## config.mk

```make
export PLATFORM = sky130hd
export DESIGN_NAME = tcpct_sock_cell
export DESIGN_NICKNAME = d
export VERILOG_FILES = /design/src/tcp_connection_tracking_table_unit_defines.svh /design/src/tcpct_pkg.sv /design/src/tcpct_sock_cell.sv
export SDC_FILE = /design/constraint.sdc
export NUM_CORES = 1
export LEC_CHECK = 0
export BUFFER_PORTS_ARGS = -buffer_cell sky130_fd_sc_hd__buf_2
export CAP_MARGIN = 25
export CORE_UTILIZATION = 53
export DETAILED_ROUTE_END_ITERATION = 8
export PLACE_DENSITY = 0.86
export SLEW_MARGIN = 40
export SYNTH_ARGS = -nofsm -noshare
export SYNTH_HDL_FRONTEND = slang
export SYNTH_SLANG_ARGS = --single-unit
```

## constraint.sdc

```tcl
create_clock -name clk_i -period 6.8 [get_ports clk_i]
set_clock_uncertainty 0.15 [all_clocks]
set_input_delay 1.36 -clock clk_i [delete_from_list [all_inputs] [get_ports clk_i]]
set_output_delay 1.36 -clock clk_i [all_outputs]
set_load 0.01 [all_outputs]
```

## src/tcp_connection_tracking_table_unit_defines.svh

```systemverilog
// Assertion macros used by the top-level unit to check this block.
`ifndef TCP_CONNECTION_TRACKING_TABLE_UNIT_DEFINES_SVH
`define TCP_CONNECTION_TRACKING_TABLE_UNIT_DEFINES_SVH

// Same-cycle implication, sampled on clk_i, off while rst_ni is low.
`define TCPCT_ASSERT_NOW(lbl, ante, cons, msg) \
  lbl: assert property (@(posedge clk_i) disable iff (!rst_ni) (ante) |-> (cons)) \
    else $error(msg);

// Next-cycle implication, sampled on clk_i, off while rst_ni is low.
`define TCPCT_ASSERT_NEXT(lbl, ante, cons, msg) \
  lbl: assert property (@(posedge clk_i) disable iff (!rst_ni) (ante) |=> (cons)) \
    else $error(msg);

`endif

```

## src/tcpct_pkg.sv

```systemverilog
package tcpct_pkg;

  localparam int unsigned SockKeyW = 64;
  localparam int unsigned DestKeyW = 56;

  localparam logic [3:0] StateEstablished = 4'd1;
  localparam logic [3:0] StateClose       = 4'd7;

  // Operation broadcast to the cells for the item under scan.
  typedef enum logic [1:0] {
    OP_NONE  = 2'b00,
    OP_CLOSE = 2'b01,
    OP_OPEN  = 2'b10
  } op_e;

  // Scan token for the socket chain.
  typedef struct packed {
    logic active;
    logic hit;
  } sock_tok_t;

  // Scan token for the destination chain.
  typedef struct packed {
    logic active;
    logic found;
    logic stored;
  } dest_tok_t;

endpackage

```

## src/tcpct_sock_cell.sv

```systemverilog
module tcpct_sock_cell import tcpct_pkg::*; (
  input  logic                clk_i,
  input  logic                rst_ni,
  input  op_e                 op_i,
  input  logic [SockKeyW-1:0] key_i,
  input  sock_tok_t           tok_i,
  output sock_tok_t           tok_o
);

  logic                valid_q, valid_d;
  logic [SockKeyW-1:0] key_q;
  logic                key_we;
  sock_tok_t           tok_q, tok_d;

  always_comb begin
    valid_d = valid_q;
    key_we  = 1'b0;
    tok_d   = tok_i;
    // Only the first cell that takes the token acts on it.
    if (tok_i.active && !tok_i.hit) begin
      case (op_i)
        OP_CLOSE: begin
          if (valid_q && (key_q == key_i)) begin
            valid_d   = 1'b0;
            tok_d.hit = 1'b1;
          end
        end
        OP_OPEN: begin
          if (!valid_q) begin
            valid_d   = 1'b1;
            key_we    = 1'b1;
            tok_d.hit = 1'b1;
          end
        end
        default: ;
      endcase
    end
  end

  always_ff @(posedge clk_i or negedge rst_ni) begin
    if (!rst_ni) begin
      valid_q <= 1'b0;
      tok_q   <= '0;
    end else begin
      valid_q <= valid_d;
      tok_q   <= tok_d;
    end
  end

  always_ff @(posedge clk_i) begin
    if (key_we) begin
      key_q <= key_i;
    end
  end

  assign tok_o = tok_q;

endmodule

```

==> metrics.txt, run 1 <==
status=completed; met2 Usage GRT=32.41%; met3 Use GR=4.405%; CP max stage delay=540 ps; Avg Inst Size Synth=between 10 and 15 µm²; worst-case clock buffer depth=2; Max Fclk=between 300 and 400 MHz; CP cell instances=buf_2, xor2_1, nor4_1, nand4_1, or4_1, o41a_1; vias in the first global route=1911; clock-pin slew on the worst setup and hold paths=60 ps; Final Core Density=68.90%; Netlist Area Pre-Place=2958 µm²; initial core utilization=56.47%; Pwr Total=0.8179 mW; RSZ-0062 raised after global routing=false; Clock H-tree levels=3; via count=1845; placed inst area=roughly 3400 µm²; sequential-to-total area share from yosys stat=67.51%; worst-skew pair later-pin latency=330 ps; CTS Hold Bufs=0; final instance area=approximately 3600 µm²; routed vias/inst=5.168; total CTS buffers=9; CTS Sinks=67; post-route insts no fill=357; clock root cell=clkbuf_8; residual DRC count=0; Synth top area share=64.97%; initial antenna violation count=0; critical path data required time=6860 ps; Final Hold Fails=0; post-synthesis instance total=198; Final Slew Violations=0; pwr dens=226.7 nW/µm²; Max-cap violations=0; Final ANT Viol Nets=0; minimum clock period=approximately 3100 ps; highest fanout seen on the critical path=2; Die Y=between 70 and 80 µm; headroom to the max-slew limit=63.97%; met1 Use GR=24.47%; synthesized flop and latch total=67; die width=~77 µm; # setup viols final=0; fin crit share=45.18%; startpoint type of the worst setup path=input port; CTS tree=built; Synth area leader=edfxtp_1; layout cells sized above 1=31.71%; average wire per standard cell=14.67 µm; Post-CTS Setup Bufs=0; Starting DRT DRC Count=107; global route hottest layer=met2; Ys Warns=0; cts repair resizes=0; GRT Total Usage=19.69%; Setup TNS Final=0 ps; boundary pin count=72; GPL Wtd Cong=0.7271; Hold Path Class=flip-flop to flip-flop; area of the core=5238 µm²; Critical Path AT=3130 ps; final WL=between 5 and 6 mm; Synth cell types=26; hold depth=3; synthesis-to-layout area growth=22.00%; hpwl dp=3.959 mm; DP Cell Count=341; fin nets=354; DIE AREA=between 5000 and 6000 µm²; Reg2Reg Depth=5; wire length of the first global-routing pass=8.645 mm; antenna cells=0; P_leak=1.354 nW; DR pass1 iterations=4; Max IR drop VDD=around 140 µV; Critical Path Sink Type=flip-flop; largest net degree at the start of global routing=between 40 and 50; Crit-path slowest cell=or4_1; port bufs=71; syn nets=270; top post-synthesis cells by area=edfxtp_1, xor2_1, nand2b_1; WS Path Type=input port to flip-flop; total gr overflow=0; row count=26; Slew @ Worst Pin=526.9 ps
[layer usage]
metal  wire length [µm]  share of wire [%]
met4                 95                1.8
met5                  0                  0
met3                321                6.1
met1               2271                 43
met2               2548                 49
[worst max-delay path, delay by kind of cell]
kind	cells	cell delay, ps
buffers and inverters	1	110
AOI/OAI and AO/OA	1	420
xor gates and xnor gates	1	150
and+or+nand+nor	3	1090
[report_power, final]
part | internal [mW] | total [mW] | leakage (nW) | switching, mW
registers | 0.452 | 0.452 | 0.607 | 0.000139
logic | 0.0271 | 0.0526 | 0.651 | 0.0256
clock network | 0.178 | 0.313 | 0.0951 | 0.135
[registers in the layout (all words and copies together) (netlist names)]
register / flops
key_q: 64
tok_o: 2
valid_q: 1
[area by class of cell]
cell class / count / area, µm²
well taps: 70 / 87.58
flip-flops and latches: 67 / 1997
inverters: 13 / 48.80
multi-input cells: 118 / 917.1
clock inverters: 3 / 38.79
fillers: 390 / 1629
clock buffers: 13 / 148.9
repair buffers: 73 / 370.4
[cells in the final DEF, fill, tap and decap left out, drive strengths merged, types with 3 or more instances in the layout]
cell type,n
nand4,6
inv,13
xnor2,10
nor2b,14
dfrtp,3
a2111oi,5
nor4,8
edfxtp,64
o2111ai,8
clkbuf,13
xor2,27
buf,73
nand2b,23
[metrics by stage]
stage / setup WS [ps] / hold slack [ps]
after detailed placement: 3415 / 499.3
after floorplan: 95.87 / 424.8
after CTS: 3765 / 514.2
after global placement: 3434 / 478.9
after global routing: 3664 / 571.3
final: 3728 / 530.5
[final timing paths]
check	startpoint	to	slack [ps]
setup / recovery	key_i[20]	valid_q$_DFFE_PN0P_	3730
hold reg to reg	valid_q$_DFFE_PN0P_	tok_o[0]$_DFF_PN0_	530
min in group asynchronous	rst_ni	tok_o[1]$_DFF_PN0_	660
hold / removal	valid_q$_DFFE_PN0P_	tok_o[0]$_DFF_PN0_	530
setup reg to reg	key_q[20]$_DFFE_PP_	valid_q$_DFFE_PN0P_	4490
max in group asynchronous	rst_ni	tok_o[0]$_DFF_PN0_	5730
[kinds of logic after synthesis]
| logic type | share of synthesized area, % |
|---|---|
| xor+xnor | 10.96 |
| buf+inv | 1.650 |
| fa+ha+maj | 0.8459 |
| simple gates | 12.99 |
| flops | 67.51 |
| compound gates | 6.049 |
[synth_stat cells (all sizes together)]
cell type	count
nand2b	23
a31oi	1
o41a	1
a222oi	1
nor3	2
or2b	2
ha	2
xor2	27
edfxtp	64
nand2	1
and2b	1
inv	13
xnor2	10
o21ai	1
nor2	1
o31ai	1
nand4	6
nor2b	14
or4	1
nor4	8
nand3	2
o2111ai	8
dfrtp	3
a2111oi	5
Note: power is estimated with default switching activity, not from simulation.
==> inputs of run 2 (changes only) <==
--- a/config.mk
+++ b/config.mk
@@ -5,11 +5,12 @@
 export SDC_FILE = /design/constraint.sdc
 export NUM_CORES = 1
 export LEC_CHECK = 0
+export ABC_AREA = 1
 export BUFFER_PORTS_ARGS = -buffer_cell sky130_fd_sc_hd__buf_2
 export CAP_MARGIN = 25
-export CORE_UTILIZATION = 53
+export CORE_UTILIZATION = 50
 export DETAILED_ROUTE_END_ITERATION = 8
-export PLACE_DENSITY = 0.86
+export PLACE_DENSITY = 0.83
 export SLEW_MARGIN = 40
 export SYNTH_ARGS = -nofsm -noshare
 export SYNTH_HDL_FRONTEND = slang
==> constraint.sdc (replaced) <==
create_clock -name clk_i -period 2.8 [get_ports clk_i]
set_clock_uncertainty 0.15 [all_clocks]
set_input_delay 0.56 -clock clk_i [delete_from_list [all_inputs] [get_ports clk_i]]
set_output_delay 0.56 -clock clk_i [all_outputs]
set_load 0.01 [all_outputs]
==> metrics.txt, run 2 <==
wire length of the first global-routing pass=14.28 mm (+65%); vias in the first global route=3224 (+69%); Synth area leader=edfxtp_1; Clock H-tree levels=3 (unchanged); pwr dens=495.1 nW/µm² (+120%); area of the core=7331 µm² (+40%); Final Hold Fails=0 (unchanged); largest family of logic cells by synthesized area=simple AND/OR/NAND/NOR gates; clock root cell=clkbuf_8; slack of the critical path=1009 ps (-2719 ps); Final Hold Slack=168.4 ps (-362.1 ps); die width=89.45 µm (+17%); total CTS buffers=9 (unchanged); initial antenna violation count=0 (unchanged); Final Core Density=62.09% (-6.8 points); status=completed; total gr overflow=0 (unchanged); highest fanout seen on the critical path=41 (+39); # setup viols final=0 (unchanged); GPL Wtd Cong=0.8663 (+19%); fin nets=680 (+92%); GRT Total Usage=24.46% (+4.8 points); area share of fa/ha/maj cells after synthesis=0.6545% (-0.19 points); row count=31 (+19%); Post-synth top cells=nand2_1, inv_1, nor2_1; Synth Area in XOR/XNOR=1.603% (-9.4 points); Synth top area share=50.26% (-15 points); worst-skew pair later-pin latency=350 ps (+20 ps); Die Y=89.45 µm (+17%); Post-synth EDFFs=64 (unchanged); Post-CTS Setup Bufs=0 (unchanged); most common cell in the netlist=nand2_1; via count=3355 (+82%); boundary pin count=72 (unchanged); cts repair resizes=0 (unchanged); P_leak=2.467 nW (+82%); CP cell instances=buf_2, inv_1, nor2_1, nand2_1, nor2_4, buf_4; DIE AREA=8001 µm² (+36%); Critical Path AT=1630 ps (-1500 ps); initial core utilization=52.16% (-4.3 points); Largest Register=key_q; Hold Path Class=input port to flip-flop; average wire per standard cell=12.37 µm (-16%); syn nets=595 (+120%); post-synthesis simple-gate area fraction=33.97% (+21 points); startpoint type of the worst setup path=input port; clock-pin slew on the worst setup and hold paths=70 ps (about the same); synthesis-to-layout area growth=19.04%; post-synthesis instance total=523 (+160%); Setup TNS Final=0 ps (unchanged); routed vias/inst=4.712 (-8.8%); CTS Hold Bufs=1 (+1); Max-cap violations=0 (unchanged); worst path buffer plus inverter count=3 (+2); most frequent cells in the layout=nand2_1, inv_1, nor2_1; Starting DRT DRC Count=175 (+64%); Crit path max-delay family=buffers and inverters; synthesized flop and latch total=67 (unchanged); CTS tree=built; port bufs=71 (unchanged); Synth cell types=13 (-50%); Placement Setup Slack=663.6 ps (-2752 ps); DR pass1 iterations=5 (+1); max reg flops=64 (unchanged); hpwl dp=6.961 mm (+76%); antenna cells=0 (unchanged); WS Path Type=input port to flip-flop; CP max stage delay=440 ps (-100 ps); Netlist Area Pre-Place=3824 µm² (+29%); minimum clock period=1791 ps; leading cell type in the layout, fill and taps excluded=nand2_1; CTS Sinks=67 (unchanged); Max Fclk=558.2 MHz; layout cells sized above 1=14.85% (-17 points); Final Slew Violations=0 (unchanged); Crit-path slowest cell=buf_4; largest net degree at the start of global routing=42 (-8.7%); sequential-to-total area share from yosys stat=52.23% (-15 points); Ys Warns=0 (unchanged); Primary FF master, synth=edfxtp_1; worst-case clock buffer depth=2 (unchanged); Avg Inst Size Synth=7.311 µm² (-51%); Final ANT Viol Nets=0 (unchanged); final WL=8.804 mm (+68%); Critical Path Sink Type=flip-flop; ys async rst share=4.478% (unchanged); top post-synthesis cells by area=edfxtp_1, nand2_1, inv_1; filler instances=648 (+66%); RSZ-0062 raised after global routing=false; residual DRC count=0 (unchanged); mux share of post-synthesis cell area=0% (unchanged); Max IR drop VDD=337.4 µV (+140%); fin crit share=63.98%; critical path data required time=2640 ps (-4220 ps); Slew @ Worst Pin=529.9 ps (+3.010 ps); headroom to the max-slew limit=64.67% (+0.71 points); complex-gate fraction of the synthesized area=0.2618% (-5.8 points)
-- run 2: changes by cell type after synthesis, moves of 4 or more --
cell       before  now
nand2_1         1  226
inv_1          13  115
nor2_1          1   76
xor2_1         27    0
nand2b_1       23    0
nor2b_1        13    0
nand4_1         6   14
nor4_1          8    0
o2111ai_1       8    0
nand3_1         2    9
a2111oi_2       4    0
-- run 2: worst register-to-register path, stage by stage (launching register included) --
cell and delay [ps]:
dfrtp_1 470, nand2_1 80, inv_1 70, nand2_1 50, nor2_1 120, nand2_1 70
nor2_1 100, nand2_1 60, nor2_1 150, nand3_1 110, nand2_1 70, nand3_1 60
nand2_1 60
-- run 2: path summary, 6_finish.rpt --
check                                         start             endpoint  slack, ps  cells after the start
worst max-delay path                       tok_i[1]  key_q[15]$_DFFE_PP_       1010                      6
worst min-delay path                       tok_i[1]   tok_o[1]$_DFF_PN0_        170                      1
worst max register to register  valid_q$_DFFE_PN0P_  valid_q$_DFFE_PN0P_       1120                     12
worst min register to register  valid_q$_DFFE_PN0P_  valid_q$_DFFE_PN0P_        500                      2
max in group asynchronous                    rst_ni  valid_q$_DFFE_PN0P_       2030                      2
min in group asynchronous                    rst_ni   tok_o[0]$_DFF_PN0_        370                      2
-- run 2: final cells by class --
class	count	area (µm²)	area share, %
clock buffers	15	186.4	4.096
multi-input cells	341	1403	30.81
well taps	99	123.9	2.721
flip-flops and latches	67	1997	43.87
clock inverters	1	30.03	0.6597
inverters	115	431.7	9.483
repair buffers	74	380.4	8.356
-- run 2: power by group --
group	total, mW	internal (mW)	leakage [nW]	switching [mW]
Combinational	0.245	0.0946	1.74	0.150
Sequential	1.13	1.12	0.617	0.0124
Clock	0.874	0.510	0.110	0.364
Total	2.25	1.73	2.47	0.527
-- run 2: routing by layer --
metal | global-route usage [%] | part of all wire (%)
met4 | 10.39 | 2.2
met1 | 31.34 | 44
met5 | 0 | 0
met2 | 40.11 | 46
met3 | 5.540 | 7.5
-- run 2: cell families (layout without fill, tap and decap cells) --
kind of cell / count (synthesis) / in the layout
fa+ha+maj: 2 / 2
buf+inv: 115 / 205
flops: 67 / 67
xor+xnor: 7 / 7
compound gates: 2 / 2
simple gates: 330 / 330
-- run 2: per-stage QoR --
step	std cells	total power [mW]	area [µm²]
floorplan	523	1.284	3831
finish	712	2.254	4552
global route	712	2.340	4552
detailed placement	695	1.397	4325
CTS	712	2.264	4552
global placement	695	1.389	4325
==> inputs of run 3 (changes only) <==
==> constraint.sdc (replaced) <==
create_clock -name clk_i -period 1.5 [get_ports clk_i]
set_clock_uncertainty 0.15 [all_clocks]
set_input_delay 0.3 -clock clk_i [delete_from_list [all_inputs] [get_ports clk_i]]
set_output_delay 0.3 -clock clk_i [all_outputs]
set_load 0.01 [all_outputs]
==> metrics.txt, run 3 (synthesis gave the netlist of run 2 again) <==
status=finished, violations left; failing checks=setup timing; port bufs=71 (unchanged); Die Y=89.45 µm (unchanged); total CTS buffers=9 (unchanged); GPL Wtd Cong=0.9333 (+7.7%); fin nets=725 (+6.6%); DR pass1 iterations=5 (unchanged); Worst Hold Endpoint=key_q[54]$_DFFE_PP_; layout cells sized above 1=22.80% (+8.0 points); Slew @ Worst Pin=265.2 ps (-264.7 ps); most frequent cells in the layout=nand2_1, inv_1, buf_2; Reg power frac=51.2% (+0.9 points); post-route insts no fill=757 (+6.3%); Reg2Reg Depth=10 (-2); initial core utilization=52.16% (unchanged); most used cell, CP=nand2_2; final instance area=5074 µm² (+11%); Critical Path Sink Type=flip-flop; max reg flops=64 (unchanged); synthesis-to-layout area growth=32.69%; via count=3687 (+9.9%); global route hottest layer=met2; Final Hold Fails=0 (unchanged); CTS tree=built; Critical Path AT=1730 ps (+100 ps); total gr overflow=0 (unchanged); fin crit share=106.4%; CP cell instances=inv_1, nand2_2, nand2_2, nor3b_2, nand3_1, nor2_2, nand3_2, nand2_2, nand3_1, nand2_1; reg2reg setup slack=-100 ps (-1220 ps); Starting DRT DRC Count=281 (+61%); # setup viols final=2 (+2); minimum clock period=around 1600 ps; antenna cells=0 (unchanged); headroom to the max-slew limit=82.19% (+18 points); CP max stage delay=350 ps (-90 ps); Largest Register=key_q; boundary pin count=72 (unchanged); CTS Sinks=67 (unchanged); routed vias/inst=4.871 (+3.4%); Hold Path Class=input port to flip-flop; Final ANT Viol Nets=0 (unchanged); largest net degree at the start of global routing=33 (-21%); clock root cell=clkbuf_8; highest fanout seen on the critical path=2 (-95%); wire length of the first global-routing pass=14.86 mm (+4.0%); met3 Use GR=4.986% (-0.55 points); Max-cap violations=0 (unchanged); leading cell type in the layout, fill and taps excluded=nand2_1; Setup TNS Final=-154.6 ps (-154.6 ps); hpwl dp=7.257 mm (+4.3%); slack of the critical path=-96.14 ps (-1105 ps); met1 Use GR=31.19% (-0.14 points); placed inst area=4488 µm² (+3.8%); Hold Crit Start=key_i[54]; Sw Share=24.85% (+1.5 points); DP Cell Count=710 (+2.2%); final WL=9.954 mm (+13%); critical path data required time=1640 ps (-1000 ps); Placement Setup Slack=-236.5 ps (-900.1 ps); Max IR drop VDD=538.9 µV (+60%); pwr dens=816.0 nW/µm² (+65%); die width=89.45 µm (unchanged); RSZ-0062 raised after global routing=true; P_sw=1.029 mW (+95%); RR Endpoint=valid_q$_DFFE_PN0P_; DIE AREA=8001 µm² (unchanged); startpoint type of the worst setup path=flip-flop; start of the worst register-to-register path=key_q[43]$_DFFE_PP_; worst-case clock buffer depth=2 (unchanged); Pwr Total=4.140 mW (+84%); Clock H-tree levels=3 (unchanged); row count=31 (unchanged); GRT Total Usage=25.72% (+1.3 points); clock-pin slew on the worst setup and hold paths=80 ps (about the same); vias in the first global route=3413 (+5.9%); hold depth=1 (unchanged); Clk pwr share=34.6% (-4.2 points); worst-skew pair later-pin latency=350 ps (about the same); Max Fclk=roughly 630 MHz; WS Path Type=flip-flop to flip-flop; Final Slew Violations=0 (unchanged); Crit path max-delay family=simple AND/OR/NAND/NOR gates; worst path buffer plus inverter count=1 (-2); Crit-path slowest cell=edfxtp_1; average wire per standard cell=13.15 µm (+6.3%); met2 Usage GRT=43.72% (+3.6 points); Int Pwr=3.111 mW (+80%); area of the core=7331 µm² (unchanged); residual DRC count=0 (unchanged); initial antenna violation count=0 (unchanged); combinational share of power=14.3% (+3.4 points); P_leak=2.666 nW (+8.1%)
[run 3: cell count changes in the layout (fill, tap and decap cells not counted), moves of 3 or more]
| cell | change |
|---|---|
| dlygate4sd3_1 | +24 |
| nand2_2 | +21 |
| nor2_1 | -12 |
| clkbuf_8 | -4 |
| buf_4 | +20 |
| nor2_2 | +10 |
| nand2_1 | -21 |
| clkinv_1 | +3 |
[run 3: final cells by class]
class	count	area [µm²]
Fill cell	603	2257
Sequential cell	67	1998
Multi-Input combinational cell	341	1538
Timing Repair Buffer	119	790.8
Inverter	115	446.7
Clock buffer	12	135.1
Tap cell	99	123.9
Clock inverter	4	41.29
[run 3: worst register-to-register path, cell delays in order (launching register included)]
cell and delay (ps):
edfxtp_1 350, inv_1 80, nand2_2 90, nand2_2 70, nor3b_2 190, nand3_1 130, nor2_2 160, nand3_2 100
nand2_2 70, nand3_1 70, nand2_1 60
[run 3: timing repair]
item	CTS	global route
buffers inserted	5	1
endpoints found under the setup margin	2	41
hold buffers	22	3
resized for setup	13	26
hold endpoints to repair	24	3
pin swaps	20	19
[run 3: worst max path at each step]
| stage | start | endpoint | slack [ps] | cells past startpoint |
|---|---|---|---|---|
| after CTS | key_q[16]$_DFFE_PP_ | valid_q$_DFFE_PN0P_ | -40 | 8 |
| after floorplan | op_i[0] | key_q[0]$_DFFE_PP_ | -550 | 4 |
| final | key_q[43]$_DFFE_PP_ | valid_q$_DFFE_PN0P_ | -100 | 10 |
| after global placement | op_i[0] | valid_q$_DFFE_PN0P_ | -170 | 11 |
| after detailed placement | op_i[0] | valid_q$_DFFE_PN0P_ | -240 | 14 |
| after global routing | key_q[43]$_DFFE_PP_ | valid_q$_DFFE_PN0P_ | -220 | 10 |
[run 3: power by group through the flow]
stage	Clock (mW)	Combinational, mW	Sequential, mW
finish	1.43	0.590	2.12
global route	1.52	0.651	2.12
CTS	1.45	0.558	2.12
detailed placement	0	0.496	2.16
global placement	0	0.479	2.15
floorplan	0	0.248	2.16
[run 3: through the flow]
stage / utilization, % / hold WS [ps]
final: 69.21 / 10.68
after global routing: 69.21 / 1.866
after CTS: 67.72 / 1.943
after detailed placement: 61.22 / -48.30
after global placement: 61.22 / -50.68
after floorplan: - / -145.6
[run 3: per-layer routing]
metal / vias to the layer above / wire length (µm)
met4: 0 / 263
met3: 23 / 667
met5: - / 0
li1: 1834 / -
met2: 157 / 4919
met1: 1673 / 4104
