File: config.mk
export PLATFORM = sky130hd
export DESIGN_NAME = tcpct_dest_cell
export DESIGN_NICKNAME = d
export VERILOG_FILES = /design/src/tcp_connection_tracking_table_unit_defines.svh /design/src/tcpct_pkg.sv /design/src/tcpct_dest_cell.sv
export SDC_FILE = /design/constraint.sdc
export NUM_CORES = 1
export LEC_CHECK = 0
export BUFFER_PORTS_ARGS = -buffer_cell sky130_fd_sc_hd__buf_4
export CELL_PAD_IN_SITES_DETAIL_PLACEMENT = 1
export CELL_PAD_IN_SITES_GLOBAL_PLACEMENT = 1
export CORE_MARGIN = 4
export CORE_UTILIZATION = 43
export DETAILED_ROUTE_END_ITERATION = 16
export PLACE_DENSITY_LB_ADDON = 0.2
export SYNTH_ARGS = -nofsm -noshare
export SYNTH_HDL_FRONTEND = slang
export SYNTH_SLANG_ARGS = --single-unit
File: constraint.sdc
create_clock -name clk_i -period 5.85 [get_ports clk_i]
set_input_delay 1.4625 -clock clk_i [delete_from_list [all_inputs] [get_ports clk_i]]
set_output_delay 1.4625 -clock clk_i [all_outputs]
set_load 0.05 [all_outputs]
File: src/tcp_connection_tracking_table_unit_defines.svh
// Assertion macros used by the top-level unit to check this block.
`ifndef TCP_CONNECTION_TRACKING_TABLE_UNIT_DEFINES_SVH
`define TCP_CONNECTION_TRACKING_TABLE_UNIT_DEFINES_SVH

// Same-cycle implication, sampled on clk_i, off while rst_ni is low.
`define TCPCT_ASSERT_NOW(lbl, ante, cons, msg) \
  lbl: assert property (@(posedge clk_i) disable iff (!rst_ni) (ante) |-> (cons)) \
    else $error(msg);

// Next-cycle implication, sampled on clk_i, off while rst_ni is low.
`define TCPCT_ASSERT_NEXT(lbl, ante, cons, msg) \
  lbl: assert property (@(posedge clk_i) disable iff (!rst_ni) (ante) |=> (cons)) \
    else $error(msg);

`endif

File: src/tcpct_pkg.sv
package tcpct_pkg;

  localparam int unsigned SockKeyW = 64;
  localparam int unsigned DestKeyW = 56;

  localparam logic [3:0] StateEstablished = 4'd1;
  localparam logic [3:0] StateClose       = 4'd7;

  // Operation broadcast to the cells for the item under scan.
  typedef enum logic [1:0] {
    OP_NONE  = 2'b00,
    OP_CLOSE = 2'b01,
    OP_OPEN  = 2'b10
  } op_e;

  // Scan token for the socket chain.
  typedef struct packed {
    logic active;
    logic hit;
  } sock_tok_t;

  // Scan token for the destination chain.
  typedef struct packed {
    logic active;
    logic found;
    logic stored;
  } dest_tok_t;

endpackage

File: src/tcpct_dest_cell.sv
module tcpct_dest_cell import tcpct_pkg::*; (
  input  logic                clk_i,
  input  logic                rst_ni,
  input  op_e                 op_i,
  input  logic [DestKeyW-1:0] key_i,
  input  dest_tok_t           tok_i,
  output dest_tok_t           tok_o
);

  logic                valid_q, valid_d;
  logic [DestKeyW-1:0] key_q;
  logic                key_we;
  dest_tok_t           tok_q, tok_d;

  // Entries are never freed and always fill the lowest free cell, so valid
  // cells form a prefix: a match always lies ahead of the first free cell.
  always_comb begin
    valid_d = valid_q;
    key_we  = 1'b0;
    tok_d   = tok_i;
    if (tok_i.active && (op_i == OP_OPEN) && !tok_i.found && !tok_i.stored) begin
      if (valid_q) begin
        if (key_q == key_i) begin
          tok_d.found = 1'b1;
        end
      end else begin
        valid_d      = 1'b1;
        key_we       = 1'b1;
        tok_d.stored = 1'b1;
      end
    end
  end

  always_ff @(posedge clk_i or negedge rst_ni) begin
    if (!rst_ni) begin
      valid_q <= 1'b0;
      tok_q   <= '0;
    end else begin
      valid_q <= valid_d;
      tok_q   <= tok_d;
    end
  end

  always_ff @(posedge clk_i) begin
    if (key_we) begin
      key_q <= key_i;
    end
  end

  assign tok_o = tok_q;

endmodule

==> summary.txt, run 1 <==
Outcome = finished clean
H-tree levels = 3
Unrepaired setup endpoints after global routing = no
Fraction of final layout cells sized beyond drive strength 1 = 35.9%
Peak supply drop = 0.147 mV
Worst Skew = 0.00562 ns
Power Total = 0.000854 W
DRC = 0
Worst Hold Depth = 1
Final Max Tran Viols = 0
CTS tree = built
Post-synthesis sequential area ratio = 72.2%
Hold WC Path Type = reg2reg
Fmax achieved = 304 MHz
Antenna diode count = 0
Nature of the critical path startpoint = primary input
Leakage = 1.20 nW
Post-synthesis sequential element count = 60
Fin area = 0.00322 mm2
Final Hold Viols = 0
Fin worst setup slack = 2.56 ns
Chip width = 83.8 um
Power density over cell area = 265 mW/mm2
GP Congestion = 0.858
Final wirelength = 5240 um
Switching part of the total = 22.2%
Worst R2R Path Depth = 2
Synth area leaders = edfxtp_1 68%, xnor2_1 10%, xor2_1 5.7%
Port Buffers = 65
GRT Util Overall = 16.1%
CP Class = in2reg
Sequential share of power = 55.9%
Final Cycle Share = 56.3%
Cell accounting for the most synthesized area = edfxtp_1
Number of max-cap violations = 0
Hold_buf cts = 0
Endpoints failing setup = 0
Crit Path Max Fanout = 38
Largest net degree at the start of global routing = 39
Via count = 1485
Fin nets = 292
Vias per cell = 4.85
Number of I/O pins = 66
Area Growth Syn to Fin = 30.4%
Row cnt = 27
Number of warnings issued by yosys = 0
Syn_nets = 215
Mean Syn Cell Area = 16.2 um2
CTS resizes = 0
Post-CTS Setup Inserts = 0
Comb pwr share = 8.8%
Post-route ant nets = 0
Average wire per standard cell = 17.1 um
Min Tclk post-route = 3.29 ns
Vias in the first global route = 1713
Clock sink count = 60
Congestion Overflow GR = 0
Worst-skew pair later-pin latency = 0.33 ns
Req. time, crit path = 5.86 ns
Clock slew at reported path FFs = 0.06 ns
Area share of the largest cell type after synthesis = 68.2%
Initial antenna violation count = 0
Switching power = 0.000190 W
Pre-CTS worst setup slack = 2.19 ns
Post-place instance area = 0.00306 mm2
Root buf cell = clkbuf_8
Relative slew slack = 31.6%
Drt first pass iters = 4
Count of cell types in the netlist = 25
Core ar. = 0.00554 mm2
HPWL after DPL = 4080 um
Clock network power share = 35.3%
First-pass GRT wire length = 8550 um
Initial cell density of the core = 44.5%
Netlist Area Pre-Place = 0.00247 mm2
Area of the die = 0.00701 mm2
DIE HEIGHT = 83.8 um
Slew @ Worst Pin = 1.02 ns
Inserted Clock Buffers = 9
Bufs on Longest Clock Path = 2
Internal power = 0.000664 W
Post-Route Setup TNS = 0 ns
Fillers = 545
1st-iter DRT viols = 88
CP endpoint kind = flip-flop
Critical path arrival = 3.30 ns
Cell count after synthesis = 152
==> flip-flops by register name (all words and copies together) (netlist names) <==
signal and flops:
key_q 56, tok_o 3, valid_q 1
==> synth_stat cells <==
library cell  count
or2_2             1
nand2_1           1
o21ai_0           2
a41o_1            1
a221oi_1          2
o22ai_1           2
nand4_1           7
o2bb2ai_1         3
or3_1             1
nor2_1            1
edfxtp_1         56
nor4b_1           1
nand3_1           1
and3_1            1
xor2_1           16
nor4_1            6
xnor2_1          29
or2b_1            1
nor2b_1           1
a22o_1            1
inv_1            11
nor4_2            1
o221ai_1          1
a2111oi_0         1
dfrtp_1           4
==> area by class of cell <==
type | count | area (um2) | share of cell area, %
Clock buffer | 9 | 124 | 3.85
Clock inverter | 7 | 33.8 | 1.05
Inverter | 11 | 41.3 | 1.28
Multi-Input combinational cell | 81 | 652 | 20.3
Sequential cell | 60 | 1780 | 55.4
Tap cell | 72 | 90.1 | 2.80
Timing Repair Buffer | 66 | 495 | 15.4
==> through the flow <==
stage / hold WS, ns / utilization (%) / instances
2_1_floorplan: 0.449 / - / 152
3_3_place_gp: 0.543 / 55.2 / 290
3_5_place_dp: 0.574 / 55.2 / 290
4_1_cts: 0.590 / 58.1 / 306
5_1_grt: 0.612 / 58.1 / 306
6_report: 0.578 / 58.1 / 306
==> power by group through the flow <==
stage | sequential (W) | combinational (W) | clock [W]
after global routing | 0.000477 | 0.0000821 | 0.000336
after detailed placement | 0.000486 | 0.0000759 | 0
after CTS | 0.000477 | 0.0000764 | 0.000313
after floorplan | 0.000489 | 0.0000218 | 0
after global placement | 0.000486 | 0.0000713 | 0
final | 0.000477 | 0.0000752 | 0.000301
==> critical path, stage by stage <==
cell     delay [ns]
buf_4          0.11
nor4b_1        0.33
nand2_1        0.17
nor2_4         0.80
buf_4          0.42
==> cell usage in the layout (no fill, tap or decap), drive strengths merged, types with 3 or more instances in the layout <==
cell | Yosys | routed
inv | 11 | 11
xor2 | 16 | 16
xnor2 | 29 | 29
nor4 | 7 | 7
nand4 | 7 | 7
clkbuf | 0 | 9
edfxtp | 56 | 56
o2bb2ai | 3 | 3
clkinv | 0 | 7
dfrtp | 4 | 4
buf | 0 | 66
==> logic make-up (layout without fill, tap and decap cells) <==
logic type | count (synthesis) | count (layout) | synth area share [%]
flip-flops | 60 | 60 | 72.2
XOR/XNOR | 45 | 45 | 16.0
AND/OR/NAND/NOR | 23 | 23 | 5.98
AO/OA/AOI/OAI | 13 | 13 | 4.16
buffers and inverters | 11 | 93 | 1.67
==> final timing paths <==
path,from,to,slack (ns)
worst max-delay path,tok_i[1],key_q[44],2.56
worst min-delay path,valid_q,valid_q,0.58
worst max register to register,valid_q,key_q[44],3.87
worst min register to register,valid_q,valid_q,0.58
min in group asynchronous,rst_ni,tok_o[0],0.92
max in group asynchronous,rst_ni,valid_q,4.83
==> layer usage <==
layer	vias to the layer above	share of wire, %	global-route usage (%)
met5	-	0	0
met2	45	51	26.9
met4	0	2.0	8.77
met1	710	42	18.6
met3	8	4.8	4.74
li1	722	-	-
Power figures use the tool's default switching activity.
==> inputs of run 2 (changes only) <==
Settings changed: CORE_UTILIZATION 43 to 38.
Clock period 5.85 ns to 2.8 ns, I/O delays scaled along.
==> run 2 against run 1 <==
Compared with the run above: final cell count rose by 2.0%; via count did not move; hold slack got worse by 0.43 ns; sequential power rose by 110%; clock-buffer cell count rose by 1.
==> summary.txt, run 2 (same netlist as run 1, synthesis figures left out) <==
Root buf cell = clkbuf_8
Worst-path cell chain = buf_4 > nor4b_1 > nand2_1 > or3_1 > nor4_2 > a41o_1
Clock slew at reported path FFs = 0.07 ns (about the same)
Number of max-cap violations = 0 (unchanged)
Switching power = 0.000398 W (+110%)
M3 GR Usage = 6.05% (+1.3 points)
Sequential share of power = 50.6% (-5.3 points)
Crit path launch = tok_i[1]
Worst R2R Path Depth = 5 (+3)
Nature of the critical path startpoint = primary input
Inst Count DP = 296 (+2.1%)
Post-route ant nets = 0 (unchanged)
H-tree levels = 3 (unchanged)
Crit Path Max Fanout = 3 (-92%)
Clock sink count = 60 (unchanged)
Worst-skew pair later-pin latency = 0.33 ns (about the same)
Chip width = 88.6 um (+5.8%)
Port Buffers = 65 (unchanged)
1st-iter DRT viols = 69 (-22%)
DRC = 0 (unchanged)
Fraction of final layout cells sized beyond drive strength 1 = 34.9% (-1.0 points)
Bufs on Longest Clock Path = 2 (unchanged)
Post-route insts no fill = 312 (+2.0%)
Slew @ Worst Pin = 0.423 ns (-0.600 ns)
HPWL after DPL = 3950 um (-3.0%)
Critical path arrival = 2.05 ns (-1.25 ns)
Post-Route Setup TNS = 0 ns (unchanged)
Hold_buf cts = 0 (unchanged)
CTS resizes = 0 (unchanged)
Power Total = 0.00197 W (+130%)
Hold WC Path Type = in2async
Area Growth Syn to Fin = 33.5%
Via count = 1485 (unchanged)
Vias in the first global route = 1616 (-5.7%)
Inserted Clock Buffers = 9 (unchanged)
Critical path buffer and inverter count = 1 (-1)
R2R Path End = tok_o[1]
Max FFs per register = 56 (unchanged)
Final wirelength = 5070 um (-3.2%)
Post-CTS Setup Inserts = 0 (unchanged)
Unrepaired setup endpoints after global routing = no
Busiest grt layer = met2
Req. time, crit path = 3.07 ns (-2.79 ns)
GRT Util Overall = 13.9% (-2.2 points)
Final Cycle Share = 63.4%
Commonest non-fill, non-tap cell in the layout = buf_4
GR Util met2 = 22.8% (-4.1 points)
Core ar. = 0.00631 mm2 (+14%)
Comb pwr share = 7.9% (-0.9 points)
Number of I/O pins = 66 (unchanged)
Largest net degree at the start of global routing = 38 (-2.6%)
Min Tclk post-route = 1.78 ns
Relative slew slack = 71.5% (+40 points)
Power density over cell area = 598 mW/mm2 (+130%)
First-pass GRT wire length = 7800 um (-8.7%)
Leakage = 1.21 nW (+1.5%)
Outcome = finished clean
Crit-path slowest cell = or3_1
RR Startpoint = key_q[44]
Peak supply drop = 0.338 mV (+130%)
Finished Core Util = 52.2% (-5.9 points)
Congestion Overflow GR = 0 (unchanged)
Endpoints failing setup = 0 (unchanged)
Most flops, register = key_q
GR Layer Usage met1 = 16.4% (-2.2 points)
Top Family by Delay on Critical Path = simple AND/OR/NAND/NOR gates
Final Hold Viols = 0 (unchanged)
Worst path max stage delay = 0.41 ns (-0.39 ns)
GP Congestion = 0.768 (-11%)
Area of the die = 0.00785 mm2 (+12%)
Initial antenna violation count = 0 (unchanged)
R2R Setup Slk = 1.17 ns (-2.70 ns)
Fmax achieved = 563 MHz
CP endpoint kind = flip-flop
Average wire per standard cell = 16.3 um (-5.0%)
Levels on crit path = 6 (+1)
DIE HEIGHT = 88.6 um (+5.8%)
Most frequent cells in the layout = 66 x buf_4, 56 x edfxtp_1, 29 x xnor2_1, 16 x xor2_1, 11 x inv_1
Critical path destination = tok_o[1]
Clock network power share = 41.5% (+6.2 points)
Fin nets = 293 (+0.34%)
Internal power = 0.00157 W (+140%)
Final Max Tran Viols = 0 (unchanged)
Switching part of the total = 20.2% (-2.0 points)
Initial cell density of the core = 39.1% (-5.5 points)
CTS tree = built
Row cnt = 29 (+7.4%)
Worst Skew = 0.00829 ns (+0.00267 ns)
CP Class = in2reg
Drt first pass iters = 4 (unchanged)
Vias per cell = 4.76 (-1.9%)
Antenna diode count = 0 (unchanged)
-- run 2: through the flow --
stage	cell area (um2)	setup WS, ns	hold WS [ns]
3_3_place_gp	3090	0.696	0.497
4_1_cts	3290	1.06	0.131
5_1_grt	3290	0.886	0.123
3_5_place_dp	3090	0.701	0.500
2_1_floorplan	2470	0.426	0.404
6_report	3290	1.02	0.149
-- run 2: how the worst min path moves through the flow --
stage                start       end  slack, ns  depth (start not counted)
floorplan           rst_ni  tok_o[0]       0.40                          0
global placement    rst_ni  tok_o[2]       0.50                          1
detailed placement  rst_ni  tok_o[2]       0.50                          1
CTS                 rst_ni  tok_o[2]       0.13                          1
global route        rst_ni  tok_o[2]       0.12                          1
finish              rst_ni  tok_o[2]       0.15                          1
-- run 2: cell type report --
cell class | count | area, um2
Fill cell | 639 | 3020
Sequential cell | 60 | 1780
Multi-Input combinational cell | 81 | 652
Timing Repair Buffer | 67 | 515
Clock buffer | 10 | 128
Tap cell | 77 | 96.3
Clock inverter | 6 | 78.8
Inverter | 11 | 41.3
-- run 2: routing by layer --
layer	vias to the layer above	wire, um
met4	0	75
met3	7	339
met2	45	2530
li1	727	-
met5	-	0
met1	706	2130
-- run 2: power by group through the flow --
stage	clock (W)	sequential [W]	combinational (W)
after floorplan	0	0.00102	0.0000459
after detailed placement	0	0.00102	0.000159
after global placement	0	0.00102	0.000153
final	0.000818	0.000996	0.000155
after global routing	0.000890	0.000996	0.000171
after CTS	0.000845	0.000996	0.000159
==> inputs of run 3 (changes only) <==
Settings changed: ABC_AREA from default to 1, CORE_UTILIZATION 38 to 40.
Clock period 2.8 ns to 1.7 ns, I/O delays scaled along.
==> run 3 against run 2 <==
Compared with the run above: clock skew about the same; utilization up 0.82 points; cell area up 16%; clock-buffer cell count shrank 1; global-route usage is 2.6 points higher; power grew 67%; area after synthesis grew 19%; wire length rose by 32%; hold slack better by 0.079 ns; setup slack lost 0.64 ns; combinational power up 96%; final cell count grew 70%; critical path type is now reg2out; critical endpoint is now tok_o[2]; largest cell class unchanged; highest routed layer unchanged.
==> summary.txt, run 3 <==
Outcome = finished clean
HPWL after DPL = 5450 um (+38%)
Worst R2R Path Depth = 9 (+4)
Worst-skew pair later-pin latency = 0.33 ns (about the same)
Fin worst setup slack = 0.389 ns (-0.635 ns)
Fin nets = 490 (+67%)
Top Family by Delay on Critical Path = flip-flops
Post-route ant nets = 0 (unchanged)
Core ar. = 0.00721 mm2 (+14%)
Post-synthesis compound-gate area fraction = 1.53% (-2.6 points)
Hold Path Sink = tok_o[2]
DRC = 0 (unchanged)
Leakage = 1.91 nW (+58%)
Min Tclk post-route = 1.31 ns
Row cnt = 31 (+6.9%)
Initial antenna violation count = 0 (unchanged)
XOR/XNOR share of the synthesized area = 2.68% (-13 points)
Most frequent cell after synthesis = nand2_1
Main combinational cell family by area after synthesis = simple AND/OR/NAND/NOR gates
CTS resizes = 0 (unchanged)
Worst-path cell chain = buf_4
CP endpoint kind = primary output
Unrepaired setup endpoints after global routing = no
Cell accounting for the most synthesized area = edfxtp_1
Clock sink count = 60 (unchanged)
First-pass GRT wire length = 11100 um (+42%)
Inserted Clock Buffers = 9 (unchanged)
Worst Hold Depth = 1
Synth top cells by count = 134 x nand2_1, 81 x inv_1, 56 x edfxtp_1
Multiplexer area fraction after synthesis = 0% (unchanged)
Number of warnings issued by yosys = 0 (unchanged)
Vias in the first global route = 2555 (+58%)
R2R Path End = tok_o[1]
Syn_nets = 410 (+91%)
Congestion Overflow GR = 0 (unchanged)
Max FFs per register = 56 (unchanged)
Worst path max stage delay = 0.37 ns (-0.04 ns)
Post-synth EDFFs = 56 (unchanged)
Chip width = 93.8 um (+5.9%)
Port Buffers = 65 (unchanged)
Area Growth Syn to Fin = 29.8%
DIE HEIGHT = 93.8 um (+5.9%)
CP Class = reg2out
Power density over cell area = 858 mW/mm2 (+44%)
Final wirelength = 6690 um (+32%)
Area of the die = 0.00880 mm2 (+12%)
Bufs on Longest Clock Path = 2 (unchanged)
Req. time, crit path = 1.27 ns (-1.80 ns)
Via count = 2333 (+57%)
Critical path arrival = 0.89 ns (-1.16 ns)
GRT Util Overall = 16.5% (+2.6 points)
Final Max Tran Viols = 0 (unchanged)
Fmax achieved = 762 MHz
Relative slew slack = 86.9% (+15 points)
Fraction of final layout cells sized beyond drive strength 1 = 21.1% (-14 points)
Simple-gate portion of the synthesized area = 24.9% (+19 points)
Pre-CTS worst setup slack = 0.114 ns (-0.587 ns)
Worst Skew = 0.00867 ns (+0.000372 ns)
Critical path buffer and inverter count = 1 (unchanged)
Drt first pass iters = 4 (unchanged)
Most flops, register = key_q
Finished Core Util = 53.0% (+0.82 points)
Clock slew at reported path FFs = 0.07 ns (about the same)
Post-synthesis adder-cell area fraction = 0% (unchanged)
Endpoints failing setup = 0 (unchanged)
Area share of the largest cell type after synthesis = 57.1% (-11 points)
H-tree levels = 3 (unchanged)
Synth area leaders = edfxtp_1 57%, nand2_1 17%, inv_1 10%
Fillers = 894 (+40%)
Netlist Area Pre-Place = 0.00295 mm2 (+19%)
Largest net degree at the start of global routing = 34 (-11%)
Vias per cell = 4.39 (-7.7%)
Hold Crit Start = tok_i[2]
Commonest non-fill, non-tap cell in the layout = nand2_1
Nature of the critical path startpoint = flip-flop
RR Startpoint = key_q[20]
Post-synthesis sequential area ratio = 60.5% (-12 points)
Crit-path slowest cell = dfrtp_1
Cell count after synthesis = 347 (+130%)
Average wire per standard cell = 12.6 um (-22%)
Final Cycle Share = 77.1%
Most frequent cells in the layout = 133 x nand2_1, 80 x inv_1, 67 x buf_4, 56 x edfxtp_1, 45 x nor2_1
Count of cell types in the netlist = 15 (-40%)
Slew @ Worst Pin = 0.197 ns (-0.227 ns)
Share of flip-flops with an asynchronous set or reset = 6.67% (unchanged)
Peak supply drop = 0.533 mV (+58%)
Initial cell density of the core = 40.8% (+1.7 points)
Mean Syn Cell Area = 8.49 um2 (-48%)
Levels on crit path = 1 (-5)
Number of I/O pins = 66 (unchanged)
Main synth FF type = edfxtp_1
R2R Setup Slk = 0.43 ns (-0.74 ns)
Final Hold Viols = 0 (unchanged)
Post-CTS Setup Inserts = 0 (unchanged)
Antenna diode count = 0 (unchanged)
Number of max-cap violations = 0 (unchanged)
1st-iter DRT viols = 78 (+13%)
Hold WC Path Type = in2reg
GP Congestion = 0.719 (-6.4%)
Post-synthesis sequential element count = 60 (unchanged)
Crit Path Max Fanout = 1 (-2)
Root buf cell = clkbuf_8
CTS tree = built
==> run 3: changes by cell type after synthesis, moves of 3 or more <==
cell / delta
nand4_1: -7
nor2_1: +45
nor4_1: -6
inv_1: +70
xor2_1: -15
o2bb2ai_1: -3
o21ai_1: +6
nor2_2: +3
xnor2_1: -21
nand2_1: +133
==> run 3: final cells by class <==
type | count | area (um2) | share of cell area (%)
sequential | 60 | 1780 | 46.6
clock inverter | 7 | 81.3 | 2.13
clock buffer | 9 | 124 | 3.24
inverter | 82 | 308 | 8.05
tap | 99 | 124 | 3.24
timing repair buffer | 69 | 533 | 13.9
multi-input combinational | 205 | 871 | 22.8
==> run 3: power breakdown <==
| part | switching (W) | internal [W] | leakage [nW] | total [W] |
|---|---|---|---|---|
| combinational | 0.000150 | 0.000154 | 1.26 | 0.000304 |
| sequential | 0.0000115 | 0.00163 | 0.549 | 0.00164 |
| clock | 0.000530 | 0.000805 | 0.105 | 0.00133 |
| total | 0.000691 | 0.00259 | 1.91 | 0.00328 |
==> run 3: worst max-delay path by stage <==
stage,slack [ns],start,endpoint
global placement,0.16,tok_i[0],key_q[2]
detailed placement,0.11,tok_i[1],key_q[2]
floorplan,-0.27,op_i[0],key_q[0]
finish,0.39,tok_o[2],tok_o[2]
global route,0.28,key_q[20],tok_o[1]
CTS,0.36,tok_o[2],tok_o[2]
==> run 3: kinds of logic (layout without fill, tap and decap cells) <==
logic type      Yosys count  after routing
compound gates            9              9
xor+xnor                  9              9
buf+inv                  82            167
flops                    60             60
simple gates            187            187
==> run 3: through the flow <==
step                setup TNS, ns  hold WS [ns]  cell area [um2]  instances  total power, W
floorplan                  -14.98         0.129             2960        347         0.00179
global placement                0         0.221             3610        514         0.00196
detailed placement              0         0.222             3610        514         0.00198
CTS                             0         0.208             3820        531         0.00333
global route                    0         0.199             3820        531         0.00343
finish                          0         0.228             3820        531         0.00328
==> run 3: layer usage <==
layer  global-route usage (%)  part of all wire [%]
met1                     17.8                    39
met2                     30.6                    55
met3                     3.85                   4.3
met4                     7.10                   1.5
met5                        0                     0
==> run 3: what timing repair did <==
| action | in CTS | in global routing |
|---|---|---|
| setup endpoints to repair | 0 | 0 |
| hold buffers | 1 | 0 |
| hold endpoints to repair | 4 | 0 |
